==> src/hdl/brr_pkg.sv <==
`timescale 1ns / 1ps

package brr_pkg;

	// Font and geometry limits
	localparam int GLYPH_MEM_DEPTH  = 32768;
	localparam int GLYPH_COUNT      = 256;
	localparam int MAX_GLYPH_HEIGHT = 32;
	localparam int MAX_GLYPH_WIDTH  = 24;
	localparam int COORD_BITS       = 10;
	localparam int RESULT_LIMIT     = 32;

	// Effective height limit: rows per glyph never exceed either bound
	localparam int H_LIMIT = (MAX_GLYPH_HEIGHT < RESULT_LIMIT) ? MAX_GLYPH_HEIGHT : RESULT_LIMIT;

	// Field widths
	localparam int ACTION_W = 2;
	localparam int ADDR_W   = 15;
	localparam int CODE_W   = 8;
	localparam int BYTE_W   = 8;
	localparam int CFG_H_W  = 6;
	localparam int RB_W     = 2;
	localparam int WIDTH_W  = 5;
	localparam int GIDX_W   = $clog2(GLYPH_COUNT);
	localparam int HEIGHT_W = $clog2(H_LIMIT + 1);

	// Glyph rows are up to three bytes, held in three byte-wide banks
	localparam int BANKS       = 3;
	localparam int MASK_W      = BYTE_W * BANKS;
	localparam int MAX_RB      = 3;
	localparam int STRIDE_W    = $clog2(H_LIMIT * MAX_RB + 1);
	localparam int LIN_W       = ADDR_W;
	localparam int BANK_DEPTH  = (GLYPH_MEM_DEPTH + BANKS - 1) / BANKS;
	localparam int BANK_AW     = $clog2(BANK_DEPTH);
	localparam int SEL_W       = 2;

	// Divide by three: floor(a * 43691 / 2^17) is exact for a < 2^15
	localparam int DIV3_SHIFT             = 17;
	localparam int DIV3_PROD_W            = LIN_W + DIV3_SHIFT;
	localparam logic [DIV3_SHIFT-1:0] DIV3_MUL = DIV3_SHIFT'(43691);

	// Queues
	localparam int CMD_DEPTH  = 8;
	localparam int CMD_PTR_W  = $clog2(CMD_DEPTH);
	localparam int CMD_CNT_W  = $clog2(CMD_DEPTH + 1);
	localparam int OUT_DEPTH  = 4;
	localparam int OUT_PTR_W  = $clog2(OUT_DEPTH);
	localparam int OUT_CNT_W  = $clog2(OUT_DEPTH + 1);

	localparam logic [CODE_W-1:0] NEWLINE_CODE = CODE_W'(10);

	// Input actions
	localparam logic [ACTION_W-1:0] ACT_LOAD_GLYPH = 2'd0;
	localparam logic [ACTION_W-1:0] ACT_LOAD_WIDTH = 2'd1;
	localparam logic [ACTION_W-1:0] ACT_START      = 2'd2;
	localparam logic [ACTION_W-1:0] ACT_DRAW       = 2'd3;

	// Configuration register indexes
	localparam int CFG_IDX_W = 2;
	localparam logic [CFG_IDX_W-1:0] CFG_FIRST_CODE   = 2'd0;
	localparam logic [CFG_IDX_W-1:0] CFG_GLYPH_HEIGHT = 2'd1;
	localparam logic [CFG_IDX_W-1:0] CFG_ROW_BYTES    = 2'd2;

	// Command kinds between front and back
	localparam int KIND_W = 3;
	localparam logic [KIND_W-1:0] CMD_NOP     = 3'd0;
	localparam logic [KIND_W-1:0] CMD_GLYPH   = 3'd1;
	localparam logic [KIND_W-1:0] CMD_WIDTH   = 3'd2;
	localparam logic [KIND_W-1:0] CMD_START   = 3'd3;
	localparam logic [KIND_W-1:0] CMD_NEWLINE = 3'd4;
	localparam logic [KIND_W-1:0] CMD_DRAW    = 3'd5;

	typedef struct packed {
		logic [ACTION_W-1:0]   action;
		logic [ADDR_W-1:0]     address;
		logic [BYTE_W-1:0]     load_data;
		logic [COORD_BITS-1:0] start_x;
		logic [COORD_BITS-1:0] start_y;
		logic [CODE_W-1:0]     char_code;
		logic [BYTE_W-1:0]     ink;
	} in_item_t;

	typedef struct packed {
		logic [COORD_BITS-1:0] pixel_x;
		logic [COORD_BITS-1:0] pixel_y;
		logic [MASK_W-1:0]     row_mask;
		logic [WIDTH_W-1:0]    row_width;
		logic [BYTE_W-1:0]     pen_color;
		logic                  last_row;
	} out_item_t;

	typedef struct packed {
		logic [CODE_W-1:0]   first_code;
		logic [HEIGHT_W-1:0] eff_height;
		logic [RB_W-1:0]     row_bytes;
		logic [STRIDE_W-1:0] stride;
	} cfg_t;

	typedef struct packed {
		logic [KIND_W-1:0]     kind;
		logic [BANK_AW-1:0]    bank_row;
		logic [SEL_W-1:0]      bank_sel;
		logic [GIDX_W-1:0]     windex;
		logic [BYTE_W-1:0]     data;
		logic [COORD_BITS-1:0] x;
		logic [COORD_BITS-1:0] y;
		logic [BYTE_W-1:0]     ink;
	} cmd_t;

endpackage

==> src/hdl/brr_front.sv <==
`timescale 1ns / 1ps

module brr_front (
	input  logic              clk,
	input  logic              arst_n,
	input  logic              push,
	output logic              full,
	input  brr_pkg::in_item_t item,
	input  brr_pkg::cfg_t     cfg,
	output logic              cmd_valid,
	input  logic              cmd_pop,
	output brr_pkg::cmd_t     cmd
);
	import brr_pkg::*;

	logic                    accept;
	logic                    pop_ok;
	logic [KIND_W-1:0]       kind_c;
	logic [GIDX_W-1:0]       index_c;
	logic [BYTE_W-1:0]       data_c;

	logic                    valid_s1, valid_s2;
	logic [KIND_W-1:0]       kind_s1, kind_s2;
	logic [ADDR_W-1:0]       addr_s1;
	logic [GIDX_W-1:0]       index_s1, index_s2;
	logic [BYTE_W-1:0]       data_s1, data_s2;
	logic [COORD_BITS-1:0]   x_s1, x_s2, y_s1, y_s2;
	logic [BYTE_W-1:0]       ink_s1, ink_s2;
	logic [LIN_W-1:0]        lin_s2;

	logic [DIV3_PROD_W-1:0]  quot_prod;
	logic [LIN_W-1:0]        quot, three_q, rem;
	cmd_t                    cmd_in;

	cmd_t                    cmd_mem [CMD_DEPTH];
	logic [CMD_PTR_W:0]      wr_q, rd_q;
	logic [CMD_CNT_W-1:0]    occ_q;
	logic [CMD_PTR_W:0]      stored;

	// occ_q counts everything in the pipe and in the queue, so the queue never overflows
	assign full   = (occ_q == CMD_CNT_W'(CMD_DEPTH));
	assign accept = push && !full;
	assign pop_ok = cmd_pop && cmd_valid;

	// classify
	always_comb begin
		kind_c  = CMD_NOP;
		index_c = item.address[GIDX_W-1:0];
		data_c  = item.load_data;
		case (item.action)
			ACT_LOAD_GLYPH: begin
				// 15-bit address always lands inside the store
				kind_c = CMD_GLYPH;
			end
			ACT_LOAD_WIDTH: begin
				if (item.address < ADDR_W'(GLYPH_COUNT)) begin
					kind_c = CMD_WIDTH;
				end
				if (item.load_data > BYTE_W'(MAX_GLYPH_WIDTH)) begin
					data_c = BYTE_W'(MAX_GLYPH_WIDTH);
				end
			end
			ACT_START: begin
				kind_c = CMD_START;
			end
			ACT_DRAW: begin
				if (item.char_code == NEWLINE_CODE) begin
					kind_c = CMD_NEWLINE;
				end else begin
					kind_c = CMD_DRAW;
				end
				index_c = GIDX_W'(item.char_code - cfg.first_code);
			end
			default: begin
				kind_c = CMD_NOP;
			end
		endcase
	end

	always_ff @(posedge clk or negedge arst_n) begin
		if (!arst_n) begin
			valid_s1 <= 1'b0;
			valid_s2 <= 1'b0;
		end else begin
			valid_s1 <= accept;
			valid_s2 <= valid_s1;
		end
	end

	always_ff @(posedge clk) begin
		kind_s1  <= kind_c;
		addr_s1  <= item.address;
		index_s1 <= index_c;
		data_s1  <= data_c;
		x_s1     <= item.start_x;
		y_s1     <= item.start_y;
		ink_s1   <= item.ink;

		kind_s2  <= kind_s1;
		index_s2 <= index_s1;
		data_s2  <= data_s1;
		x_s2     <= x_s1;
		y_s2     <= y_s1;
		ink_s2   <= ink_s1;
		// byte address of row 0 of the glyph, or the load address
		if (kind_s1 == CMD_GLYPH) begin
			lin_s2 <= addr_s1;
		end else begin
			lin_s2 <= LIN_W'(index_s1) * LIN_W'(cfg.stride);
		end
	end

	// split the byte address into bank row and bank select (address / 3, address % 3)
	assign quot_prod = DIV3_PROD_W'(lin_s2) * DIV3_PROD_W'(DIV3_MUL);
	assign quot      = LIN_W'(quot_prod >> DIV3_SHIFT);
	assign three_q   = quot + (quot << 1);
	assign rem       = lin_s2 - three_q;

	always_comb begin
		cmd_in.kind     = kind_s2;
		cmd_in.bank_row = quot[BANK_AW-1:0];
		cmd_in.bank_sel = rem[SEL_W-1:0];
		cmd_in.windex   = index_s2;
		cmd_in.data     = data_s2;
		cmd_in.x        = x_s2;
		cmd_in.y        = y_s2;
		cmd_in.ink      = ink_s2;
	end

	always_ff @(posedge clk) begin
		if (valid_s2) begin
			cmd_mem[wr_q[CMD_PTR_W-1:0]] <= cmd_in;
		end
	end

	always_ff @(posedge clk or negedge arst_n) begin
		if (!arst_n) begin
			wr_q  <= '0;
			rd_q  <= '0;
			occ_q <= '0;
		end else begin
			if (valid_s2) begin
				wr_q <= wr_q + 1'b1;
			end
			if (pop_ok) begin
				rd_q <= rd_q + 1'b1;
			end
			occ_q <= occ_q + CMD_CNT_W'(accept) - CMD_CNT_W'(pop_ok);
		end
	end

	assign stored    = wr_q - rd_q;
	assign cmd_valid = (wr_q != rd_q);
	assign cmd       = cmd_mem[rd_q[CMD_PTR_W-1:0]];

	a_occ_bound: assert property (@(posedge clk) disable iff (!arst_n)
		occ_q <= CMD_CNT_W'(CMD_DEPTH))
		else $error("front occupancy above queue depth");

	a_stored_in_occ: assert property (@(posedge clk) disable iff (!arst_n)
		CMD_CNT_W'(stored) <= occ_q)
		else $error("queue holds more commands than were accepted");

endmodule

==> config.mk <==
export PLATFORM = sky130hd
export DESIGN_NAME = brr_front
export DESIGN_NICKNAME = d
export VERILOG_FILES = /design/src/hdl/brr_pkg.sv /design/src/hdl/brr_front.sv
export SDC_FILE = /design/constraint.sdc
export NUM_CORES = 1
export LEC_CHECK = 0
export ABC_AREA = 1
export ABC_CLOCK_PERIOD_IN_PS = 4700
export BUFFER_PORTS_ARGS = -buffer_cell sky130_fd_sc_hd__clkbuf_2
export CAP_MARGIN = 20
export CORE_MARGIN = 4
export CORE_UTILIZATION = 55
export DETAILED_ROUTE_END_ITERATION = 8
export GPL_TIMING_DRIVEN = 0
export PLACE_DENSITY = 0.73
export SLEW_MARGIN = 20
export SYNTH_ARGS = -nofsm -noshare
export SYNTH_HDL_FRONTEND = slang
export SYNTH_SLANG_ARGS = --single-unit
==> constraint.sdc <==
create_clock -name clk -period 4.7 [get_ports clk]
set_input_delay 0.94 -clock clk [delete_from_list [all_inputs] [get_ports clk]]
set_output_delay 0.94 -clock clk [all_outputs]
set_load 0.01 [all_outputs]
==> qor.yml <==
cap_violations: 0
worst-r2r-cell-count: 20
worst_slack_ps: -211
yosysUniqueCellTypes: 45
netlist_area_mm2: 0.0292
std_cell_rows: 84
crit_path_start_kind: "flop"
cts_tree: "done"
hpwl_um: 50000
dieHeight_um: 238
cts_buffer_depth: 3
wl_per_cell_um: 20.5
postCtsHoldBufs: 0
path_max_fanout: 8
cts_root_buf: "clkbuf_16"
max_freq_ghz: 0.204
min_period_over_period_pct: 104
worst_pin_slew_ps: 766
synthFlopType: "edfxtp_1"
multi_input_area_mm2: 0.0107
final_hold_viol_count: 0
r2r_start: "lin_s2[11]$_DFF_P_"
worstHoldPathType: "in2async"
port_buffers: 137
seqCellArea_mm2: 0.0180
synth_edf_count: 504
status: "finished, violations left"
insertion_delay_ps: 620
criticalPathCategory: "reg2reg"
relSlewSlack_pct: 48.9
async_flop_share_pct: 2.18
ys_top_cells_by_count: "edfxtp_1 (504), nor2_1 (500), inv_1 (218)"
die_x_um: 238
ys_warn_count: 0
drv_slew: 0
area_growth_pct: 18.3
whs_ps: 219
worst-r2r-setup-slack_ps: -210
worst_ep_required_time_ps: 5030
synth.avg_cell_area_um2: 11.5
finalClockSkew_ps: 25.5
drtIter0Drc: 1546
fin_util_pct: 65.7
syn_nets: 2857
rsz0062_at_grt: "yes"
grt_pass1_vias: 20400
final.min_clock_period_ps: 4910
synth.most_common_cell: "edfxtp_1"
viasPerCell: 5.64
wl_um: 72200
h-tree-depth: 2
synth.largest_area_cell: "edfxtp_1"
grt_util_all_layers_pct: 24.8
finalSetupViolations: 120
io_pins: 153
ys_top_cells_by_area: "edfxtp_1 (52%), dfxtp_1 (8.5%), ha_1 (6.7%)"
violations: "negative setup slack"
grt_max_degree: 24
synth-seq-area-share_pct: 61.6
postSynthCellCount: 2527
grt_overflow_total: 0
grt_pass1_wl_um: 110000
rr_endpoint: "cmd_mem[4][45]$_DFFE_PP_"
place.gp.congestion: 0.900
fillers: 3842
drcViolationCount: 0
cts_buffers: 61
fin_nets: 3107
ys_seq_elements: 642
worst_setup_path_end_kind: "flop"
worst_ep_arrival_time_ps: 5240
cts_sinks: 642
antenna_found_initial: 0
first_pass_iters: 5
clk_pin_slew_worst_paths_ps: 60
antenna_cells: 0
num_vias: 19800
die_area_mm2: 0.0568
yosysTopAreaCellShare_pct: 51.9
start_util_pct: 55.5
layout-drive-gt1-share_pct: 17.7
final_antenna_net_count: 0
core_mm2: 0.0526
==> cells by family after synthesis <==
logic type / Yosys count / synth area share, %
xor+xnor: 42 / 1.26
flops: 642 / 61.6
compound gates: 495 / 9.25
fa+ha+maj: 242 / 12.6
buf+inv: 330 / 4.80
simple gates: 776 / 10.4
==> what timing repair did <==
action | 4_1_cts | 5_1_grt
setup endpoints to repair | 128 | 130
resized for setup | 122 | 84
buffers inserted | 19 | 10
pin swaps | 30 | 51
==> metal layers <==
layer / routed length, um / vias to the layer above / share of wire (%) / track usage, %
li1: - / 9209 / - / -
met1: 28200 / 9677 / 39 / 31.2
met2: 37200 / 804 / 52 / 44.0
met3: 4930 / 132 / 6.8 / 4.48
met4: 1880 / 0 / 2.6 / 7.86
met5: 0 / - / 0 / 0
==> how the worst max path moves through the flow <==
stage                                    from                  endpoint  depth (start not counted)  slack (ps)
after floorplan             lin_s2[0]$_DFF_P_  cmd_mem[0][45]$_DFFE_PP_                         21           2
final                      lin_s2[11]$_DFF_P_  cmd_mem[4][45]$_DFFE_PP_                         20        -210
after CTS                  lin_s2[14]$_DFF_P_  cmd_mem[4][44]$_DFFE_PP_                         19        -210
after detailed placement    lin_s2[0]$_DFF_P_  cmd_mem[6][51]$_DFFE_PP_                         17        -910
after global placement    wr_q[0]$_DFFE_PN0P_  cmd_mem[0][34]$_DFFE_PP_                          2       -1570
after global routing       lin_s2[11]$_DFF_P_  cmd_mem[4][45]$_DFFE_PP_                         20        -330
==> area by class of cell <==
type / instances / area share (%)
flip-flops and latches: 642 / 52.2
multi-input cells: 1555 / 31.1
clock buffers: 81 / 5.12
repair buffers: 187 / 4.26
well taps: 688 / 2.49
inverters: 225 / 2.46
plain buffers: 105 / 1.62
clock inverters: 34 / 0.794
==> flip-flops by register name, summed over array words and instances, names as in the netlist <==
name	count
index_s2	8
data_s1	8
ink_s2	8
data_s2	8
valid_s2	1
valid_s1	1
ink_s1	8
addr_s1	15
lin_s2	15
index_s1	8
y_s1	10
x_s2	10
cmd_mem	504
x_s1	10
wr_q	4
occ_q	4
rd_q	4
kind_s2	3
y_s2	10
kind_s1	3
==> metrics by stage <==
stage / setup slack [ps] / cell area (um^2) / std cells / setup TNS, ps
after floorplan: 2.16 / 29200 / 2527 / 0
after global placement: -1570 / 30700 / 3352 / -735000
after detailed placement: -914 / 31300 / 3376 / -84280
after CTS: -214 / 34100 / 3510 / -13920
after global routing: -326 / 34500 / 3517 / -29460
final: -211 / 34500 / 3517 / -15410
==> placed cells by master (no fill, tap or decap), types with 16 or more instances in the layout <==
cell | netlist | routed
edfxtp_1 | 504 | 504
clkinv_2 | 0 | 18
o21ai_1 | 76 | 75
o21ai_0 | 214 | 209
clkbuf_16 | 0 | 64
nand2_2 | 7 | 19
clkbuf_2 | 0 | 139
inv_1 | 218 | 206
o22ai_1 | 63 | 63
nor2_1 | 500 | 481
a31oi_1 | 64 | 64
inv_2 | 7 | 17
dfxtp_1 | 124 | 111
nand2_4 | 0 | 16
nand3_1 | 28 | 17
fa_1 | 87 | 79
clkbuf_1 | 62 | 67
ha_1 | 155 | 137
ha_4 | 0 | 18
nand2_1 | 217 | 189
buf_4 | 14 | 35
buf_2 | 17 | 17
a21oi_1 | 55 | 38
xor2_1 | 26 | 18
==> worst max-delay path, stage by stage, from the launching register on <==
cell     delay, ps
dfxtp_4        360
ha_4           270
inv_4           40
fa_1           540
inv_2           40
fa_1           540
fa_1           450
fa_2           580
fa_2           470
ha_4           320
nand2_4         60
nor2_4         120
inv_2           60
nor3_4         150
nand2_2        140
nand2_4        120
nand2_4         70
nand2_4         70
nand2_2         50
nand3_2         90
nand2_4        110
Power is not shown: default switching activity piles up to over one toggle a cycle in this logic, so the estimate is an artifact.
